### src/rtl/vn_pkg.sv
// Shared types and constants for the vector normalizer.
`timescale 1ns / 1ps
package vn_pkg;
    localparam int unsigned COMP_W  = 32;            // input and output component width
    localparam int unsigned SQ_W    = 64;            // square of a magnitude
    localparam int unsigned SUM_W   = 64;            // sum of three squares
    localparam int unsigned REM_W   = 123;           // remainder c^2 * 2^60 - q^2 * S
    localparam int unsigned PROD_W  = 94;            // running q * S
    localparam int unsigned Q_W     = 31;            // result magnitude, up to 2^30
    localparam int unsigned DELTA_W = 126;           // trial step before compare
    localparam int unsigned NUM_BITS = 31;           // result bits, one per cell
    localparam int unsigned REM_SHIFT = 60;
    localparam logic [COMP_W-1:0] ONE_Q30 = 32'h4000_0000;

    // Per-component state carried down the cell chain
    typedef struct packed {
        logic [REM_W-1:0]  e;
        logic [PROD_W-1:0] p;
        logic [Q_W-1:0]    q;
        logic              neg;
    } lane_t;

    // One item as it moves from cell to cell
    typedef struct packed {
        logic             vld;
        logic             zero;
        logic [SUM_W-1:0] s;
        lane_t [2:0]      lane;
    } cell_t;
endpackage

### src/rtl/vn_cell.sv
// One result bit: trial-set bit BIT of q in all three lanes.
`timescale 1ns / 1ps
module vn_cell #(
    parameter int unsigned BIT = 30
) (
    input  logic           aclk,
    input  logic           aresetn,
    input  logic           en,
    input  vn_pkg::cell_t  in_cell,
    output vn_pkg::cell_t  out_cell
);
    import vn_pkg::*;

    cell_t                out_next;
    cell_t                out_reg;
    logic [DELTA_W-1:0]   delta [3];
    logic [2:0]           take;

    // (q + 2^b)^2 S - q^2 S = (qS << b+1) + (S << 2b); keep the bit if it fits
    always_comb begin
        out_next = in_cell;
        for (int i = 0; i < 3; i++) begin
            delta[i] = (DELTA_W'(in_cell.lane[i].p) << (BIT + 1))
                     + (DELTA_W'(in_cell.s) << (2 * BIT));
            take[i]  = (delta[i] <= DELTA_W'(in_cell.lane[i].e));
            if (take[i]) begin
                out_next.lane[i].e = in_cell.lane[i].e - delta[i][REM_W-1:0];
                out_next.lane[i].p = in_cell.lane[i].p + (PROD_W'(in_cell.s) << BIT);
                out_next.lane[i].q = in_cell.lane[i].q | (Q_W'(1) << BIT);
            end
        end
    end

    // Advance the item; only the valid bit is reset
    always_ff @(posedge aclk) begin
        if (!aresetn) begin
            out_reg.vld <= 1'b0;
        end else if (en) begin
            out_reg.vld <= out_next.vld;
        end
        if (en) begin
            out_reg.zero <= out_next.zero;
            out_reg.s    <= out_next.s;
            out_reg.lane <= out_next.lane;
        end
    end

    assign out_cell = out_reg;
endmodule

### config.mk
export PLATFORM = sky130hd
export DESIGN_NAME = vn_cell
export DESIGN_NICKNAME = d
export VERILOG_FILES = /design/src/rtl/vn_pkg.sv /design/src/rtl/vn_cell.sv
export SDC_FILE = /design/constraint.sdc
export NUM_CORES = 2
export LEC_CHECK = 0
export ABC_CLOCK_PERIOD_IN_PS = 8100
export BUFFER_PORTS_ARGS = -buffer_cell sky130_fd_sc_hd__buf_2
export CAP_MARGIN = 25
export CORE_AREA = 2 2 641 643
export DETAILED_ROUTE_END_ITERATION = 8
export DIE_AREA = 0 0 643 645
export GPL_TIMING_DRIVEN = 0
export PLACE_DENSITY = 0.38
export SLEW_MARGIN = 20
export SYNTH_ARGS = -nofsm -noshare
export SYNTH_HDL_FRONTEND = slang
export SYNTH_SLANG_ARGS = --single-unit
### constraint.sdc
create_clock -name aclk -period 8.1 [get_ports aclk]
set_clock_uncertainty 0.1 [all_clocks]
set_input_delay 1.215 -clock aclk [delete_from_list [all_inputs] [get_ports aclk]]
set_output_delay 1.215 -clock aclk [all_outputs]
set_load 0.05 [all_outputs]
Yosys cells after proc, flatten, opt, wreduce, memory -nomap -nowiden
Index checks and enable logic that the tools add are counted.
{"block": "classes", "add_sub_neg": 9, "n_mul": 0, "div_mod_pow": 0, "magnitude_cmp": 3, "eq_ne": 0, "shifts": 0, "n_mux": 3, "bitwise": 0, "reduce_logical": 0}
{"cell": "$mux W248", "n": 3}
{"cell": "$add A125 B124 Y126", "n": 3}
{"cell": "$le A126 B123 Y1", "n": 3}
{"cell": "$sub A123 B123 Y123", "n": 3}
{"cell": "$add A94 B94 Y94", "n": 3}
{"block": "word_totals", "register_bits": 813, "latchBits": 0, "ramBits": 0, "mem_bits_ro": 0, "input_bits": 816, "out_inout_bits": 813, "wordCells": 33, "memories": 0}

Longest topological paths before layout
{"block": "logic_depth", "ltp_word": 3, "depth_mapped": 31, "depth_no_buf": 27}

Worst setup path after synthesis
OpenSTA, ideal clock, no wires.
{"block": "synth_path", "kind": "input-to-reg", "from": "input in_cell[61] (netlist bit)", "to": "register out_reg, in the netlist out_cell[111], data pin", "setup_time_ns": 0.262, "arrival_ns": 6.708, "required_ns": 7.738, "setup_slack_ns": 1.030, "path_stages": 27, "path_buffers": 3, "cell_sequence": "ha_1 -> fa_1 -> a211oi_1 -> o21bai_1 -> a21oi_1 -> o221ai_4 -> o221ai_2 -> o311ai_4 -> a21oi_1 -> o21ai_0 -> a21o_1 -> a22oi_1 -> nor3b_1 -> a211o_1 -> ha_1 -> a21o_1 -> a21o_1 -> a211oi_1 -> nand2b_1 -> or4_1 -> a31oi_1 -> a21oi_1 -> nand4b_2 -> buf_2 -> buf_6 -> buf_6 -> mux2_1"}
{"item": "from (decl)", "line_no": "vn_cell.sv:9", "source": "input vn_pkg::cell_t in_cell,"}
{"item": "to (decl)", "line_no": "vn_cell.sv:15", "source": "cell_t out_reg;"}

==> results.json <==
{
  "outcome": "completed",
  "drtPass1Iterations": 5,
  "worst-r2r-setup-slack_ns": 7.41,
  "synth-edff-count": 812,
  "crit_path_max_fanout": 10,
  "synthDistinctLibCells": 107,
  "p_leak_nw": 43.1,
  "core_area_um2": 408000,
  "hold_violations": 0,
  "finalWorstPathRequiredPeriod_ns": 7.96,
  "largest_family_of_logic_cells_by_synthesized_area": "compound AO/OA/AOI/OAI gates",
  "detail_route.iter0.violations": 5835,
  "holdCritPathClass": "in2reg",
  "io-pin-count": 1629,
  "cap_viol_max_count": 0,
  "fin_nets": 12000,
  "first_global_vias": 70800,
  "maximum_number_of_pins_on_one_net_before_global_route_repair": 119,
  "slowest_stage": "sky130_fd_sc_hd__or4_1",
  "report.final.slew_viol_count": 0,
  "cts_root_buffer": "sky130_fd_sc_hd__clkbuf_16",
  "htree_num_levels": 3,
  "asyncSetResetFlopFracSynth_pct": 0,
  "r2r_start": "out_cell[812]",
  "post_drt_via_cell_ratio": 4.63,
  "critical_path.endpoint_type": "flop",
  "worstPathArrival_ns": 8.46,
  "die_area_um2": 415000,
  "wire_per_inst_um": 28.5,
  "met1_capacity_usage_during_global_routing_pct": 26.5,
  "synthesis.area_per_instance_um2": 8.90,
  "grt_usage_pct": 20.8,
  "clk_path_buf_depth": 4,
  "detail-route-antenna-nets": 0,
  "dr_total_vias": 73400,
  "synthSimpleGateAreaFrac_pct": 12.4,
  "yosys_register_bits": 813,
  "grt_util_met2_pct": 34.7,
  "fraction_of_the_mapped_netlist_area_in_adder_cells_pct": 15.7,
  "post_synth_instance_area_um2": 75400,
  "clk_pin_slew_worst_paths_ns": 0.07,
  "syn_nets": 10200,
  "worstReg2RegEnd": "out_cell[812]",
  "hold_path_depth": 1,
  "overflow": 0,
  "synthesis.yosys.warnings": 0,
  "grt_pass1_wl_um": 602000,
  "synth_compound_area_share_pct": 23.9,
  "post-route-drc-count": 0,
  "cp.required_ns": 8.60,
  "min_delay_worst_endpoint": "out_cell[498]",
  "die_width_um": 643,
  "grt.busiest_layer": "met2",
  "cts_inserted_buffers": 122,
  "cts_hold_buf": 0,
  "seq_area_frac_synth_pct": 32.4,
  "setup.worst_path.class": "in2reg",
  "crit_path_max_incr_delay_ns": 0.65,
  "clock_insertion_delay_worst_skew_ns": 0.86,
  "drive_above_1_share_pct": 21.1,
  "met3_usage_pct": 4.41,
  "setup_viol_count_final": 0,
  "placement.io_buffers": 1628,
  "flip_flop_count_of_the_largest_register_after_layout": 813,
  "hold_slack_ns": 0.358,
  "maxClockFrequency_ghz": 0.126,
  "timing.max_slew.rel_slack_pct": 18.7,
  "syn2layout_area_growth_pct": 27.0,
  "tightestPinTransition_ns": 1.21,
  "fin_ws_ns": 0.144,
  "die_h_um": 645,
  "yosys-mux-area-fraction_pct": 2.56,
  "weighted_congestion_at_the_end_of_routability_driven_global_placement": 0.927,
  "rows": 235,
  "worst_setup_path_start_kind": "input pin",
  "cts_tree": "built",
  "synthCells": 8475,
  "fraction_of_the_cycle_the_final_worst_path_needs_pct": 98.2,
  "antenna_violations_before_repair": 237,
  "worst_r2r_path_depth": 2,
  "synth_flop_cell": "sky130_fd_sc_hd__edfxtp_1",
  "total_power_of_the_final_layout_w": 0.0218,
  "detailed_place_hpwl_um": 384000,
  "wl_um": 452000,
  "pwr_density_cell_nw_per_um2": 227,
  "hold_start": "in_cell[498]",
  "dp_worst_setup_slack_ns": -3.65,
  "initial_core_util_pct": 18.5,
  "irDropWorstVdd_mv": 0.206,
  "yosys.area_share.xor_xnor_pct": 7.22,
  "cts_sinks": 813
}
[metrics by stage]
stage | util, % | instance area, µm² | setup TNS, ns | std cells
2_1_floorplan | - | 75400 | 0 | 8475
3_3_place_gp | 22.1 | 90400 | -9287.84 | 15600
3_5_place_dp | 22.2 | 90700 | -1258.32 | 15600
4_1_cts | 23.3 | 95300 | 0 | 15800
5_1_grt | 23.5 | 95700 | -0.0304 | 15800
6_report | 23.5 | 95800 | 0 | 15900
[per-layer routing]
layer / vias up / part of all wire [%]
met2: 2481 / 46
met4: 50 / 3.9
met3: 608 / 6.5
li1: 34500 / -
met1: 35700 / 43
met5: - / 0.075
[worst max path at each step]
| stage | from | endpoint | slack, ns | depth (start not counted) |
|---|---|---|---|---|
| global route | in_cell[759] | out_cell[609] | -0.01 | 30 |
| floorplan | in_cell[61] | out_cell[111] | 1.03 | 27 |
| CTS | in_cell[758] | out_cell[609] | 0.0003 | 31 |
| detailed placement | in_cell[748] | out_cell[247] | -3.65 | 28 |
| global placement | en | out_cell[812] | -10.17 | 3 |
| finish | in_cell[765] | out_cell[434] | 0.14 | 25 |
[cell type report]
cell class                 instances  area (µm²)
sequential                       813       24400
antenna                           61         153
clock inverter                    74         762
timing repair buffer            1662        8740
inverter                         735        2760
buffer                           365        1720
multi-input combinational       6553       47300
tap                             5451        6820
clock buffer                     140        3140
fill                           45600      312000
[logic make-up after synthesis]
group / Yosys count
buf+inv: 1109
xor+xnor: 622
simple gates: 1961
compound gates: 2849
fa+ha+maj: 939
flops: 813
mux: 182
[critical path: cells and delay by family]
kind	cells	cell delay (ns)
AO/OA/AOI/OAI	6	1.39
AND/OR/NAND/NOR	10	3.06
adder cells (fa/ha/maj)	2	0.96
multiplexers	1	0.47
buffers and inverters	5	1.01
XOR/XNOR	1	0.22
[cell usage after synthesis (14+ instances only)]
| library cell | n | share of area [%] |
|---|---|---|
| sky130_fd_sc_hd__nand2_1 | 763 | 3.8 |
| sky130_fd_sc_hd__a31oi_1 | 82 | 0.68 |
| sky130_fd_sc_hd__xor2_1 | 276 | 3.2 |
| sky130_fd_sc_hd__nor4_1 | 45 | 0.37 |
| sky130_fd_sc_hd__mux2i_1 | 95 | 1.3 |
| sky130_fd_sc_hd__nor3_1 | 88 | 0.58 |
| sky130_fd_sc_hd__buf_6 | 30 | 0.45 |
| sky130_fd_sc_hd__xnor2_1 | 346 | 4.0 |
| sky130_fd_sc_hd__ha_1 | 930 | 15 |
| sky130_fd_sc_hd__a21o_1 | 435 | 4.3 |
| sky130_fd_sc_hd__and3_1 | 57 | 0.47 |
| sky130_fd_sc_hd__o21a_1 | 85 | 0.85 |
| sky130_fd_sc_hd__a211oi_1 | 82 | 0.82 |
| sky130_fd_sc_hd__o21bai_1 | 163 | 1.6 |
| sky130_fd_sc_hd__o31ai_1 | 48 | 0.48 |
| sky130_fd_sc_hd__a41oi_1 | 22 | 0.26 |
| sky130_fd_sc_hd__or3_1 | 22 | 0.18 |
| sky130_fd_sc_hd__edfxtp_1 | 812 | 32 |
| sky130_fd_sc_hd__nand3_1 | 120 | 0.80 |
| sky130_fd_sc_hd__o22ai_1 | 16 | 0.13 |
| sky130_fd_sc_hd__buf_2 | 38 | 0.25 |
| sky130_fd_sc_hd__o31a_1 | 19 | 0.22 |
| sky130_fd_sc_hd__a31o_2 | 20 | 0.23 |
| sky130_fd_sc_hd__a21oi_1 | 810 | 5.4 |
| sky130_fd_sc_hd__nor2b_1 | 74 | 0.61 |
| sky130_fd_sc_hd__mux2_2 | 27 | 0.40 |
| sky130_fd_sc_hd__inv_1 | 735 | 3.7 |
| sky130_fd_sc_hd__and2_1 | 41 | 0.34 |
| sky130_fd_sc_hd__o21ai_0 | 628 | 4.2 |
| sky130_fd_sc_hd__or2_2 | 25 | 0.21 |
| sky130_fd_sc_hd__mux2_1 | 60 | 0.90 |
| sky130_fd_sc_hd__o2111ai_1 | 17 | 0.20 |
| sky130_fd_sc_hd__a21boi_0 | 37 | 0.37 |
| sky130_fd_sc_hd__nand4_1 | 174 | 1.4 |
| sky130_fd_sc_hd__nand2b_1 | 71 | 0.59 |
| sky130_fd_sc_hd__and4_1 | 29 | 0.34 |
| sky130_fd_sc_hd__o21ai_1 | 115 | 0.76 |
| sky130_fd_sc_hd__nor2_1 | 389 | 1.9 |
| sky130_fd_sc_hd__a211o_1 | 27 | 0.31 |
| sky130_fd_sc_hd__a221oi_1 | 29 | 0.34 |
| sky130_fd_sc_hd__o221ai_1 | 14 | 0.16 |
| sky130_fd_sc_hd__o211ai_1 | 44 | 0.44 |
| sky130_fd_sc_hd__or4_1 | 17 | 0.17 |
| sky130_fd_sc_hd__clkbuf_1 | 295 | 1.5 |
| sky130_fd_sc_hd__a2111oi_0 | 21 | 0.24 |
[layout by cell type (no fill, tap or decap), drive strengths merged, types with 29 or more instances in the layout]
cell type	n
buf	1731
ha	930
a21oi	814
edfxtp	812
nand2	763
o21ai	749
inv	741
clkbuf	436
a21o	435
nor2	389
xnor2	346
xor2	276
nand4	175
o21bai	163
nand3	121
mux2i	95
nor3	90
a211oi	89
mux2	87
o21a	85
a31oi	83
nor2b	74
nand2b	71
diode	61
and3	57
o31ai	53
clkinv	46
o211ai	45
nor4	45
and2	41
a21boi	39
a221oi	31
and4	29
[what timing repair did]
action,4_1_cts,5_1_grt
resized for setup,196,79
setup buffers,8,9
pin swaps,8,13
endpoints found under the setup margin,471,382
[power by group]
part           internal, W  leakage [nW]  switching, W
logic              0.00310          33.3       0.00761
registers          0.00530          7.95      0.000192
clock network      0.00314          1.89       0.00241
Power figures use the tool's default switching activity.
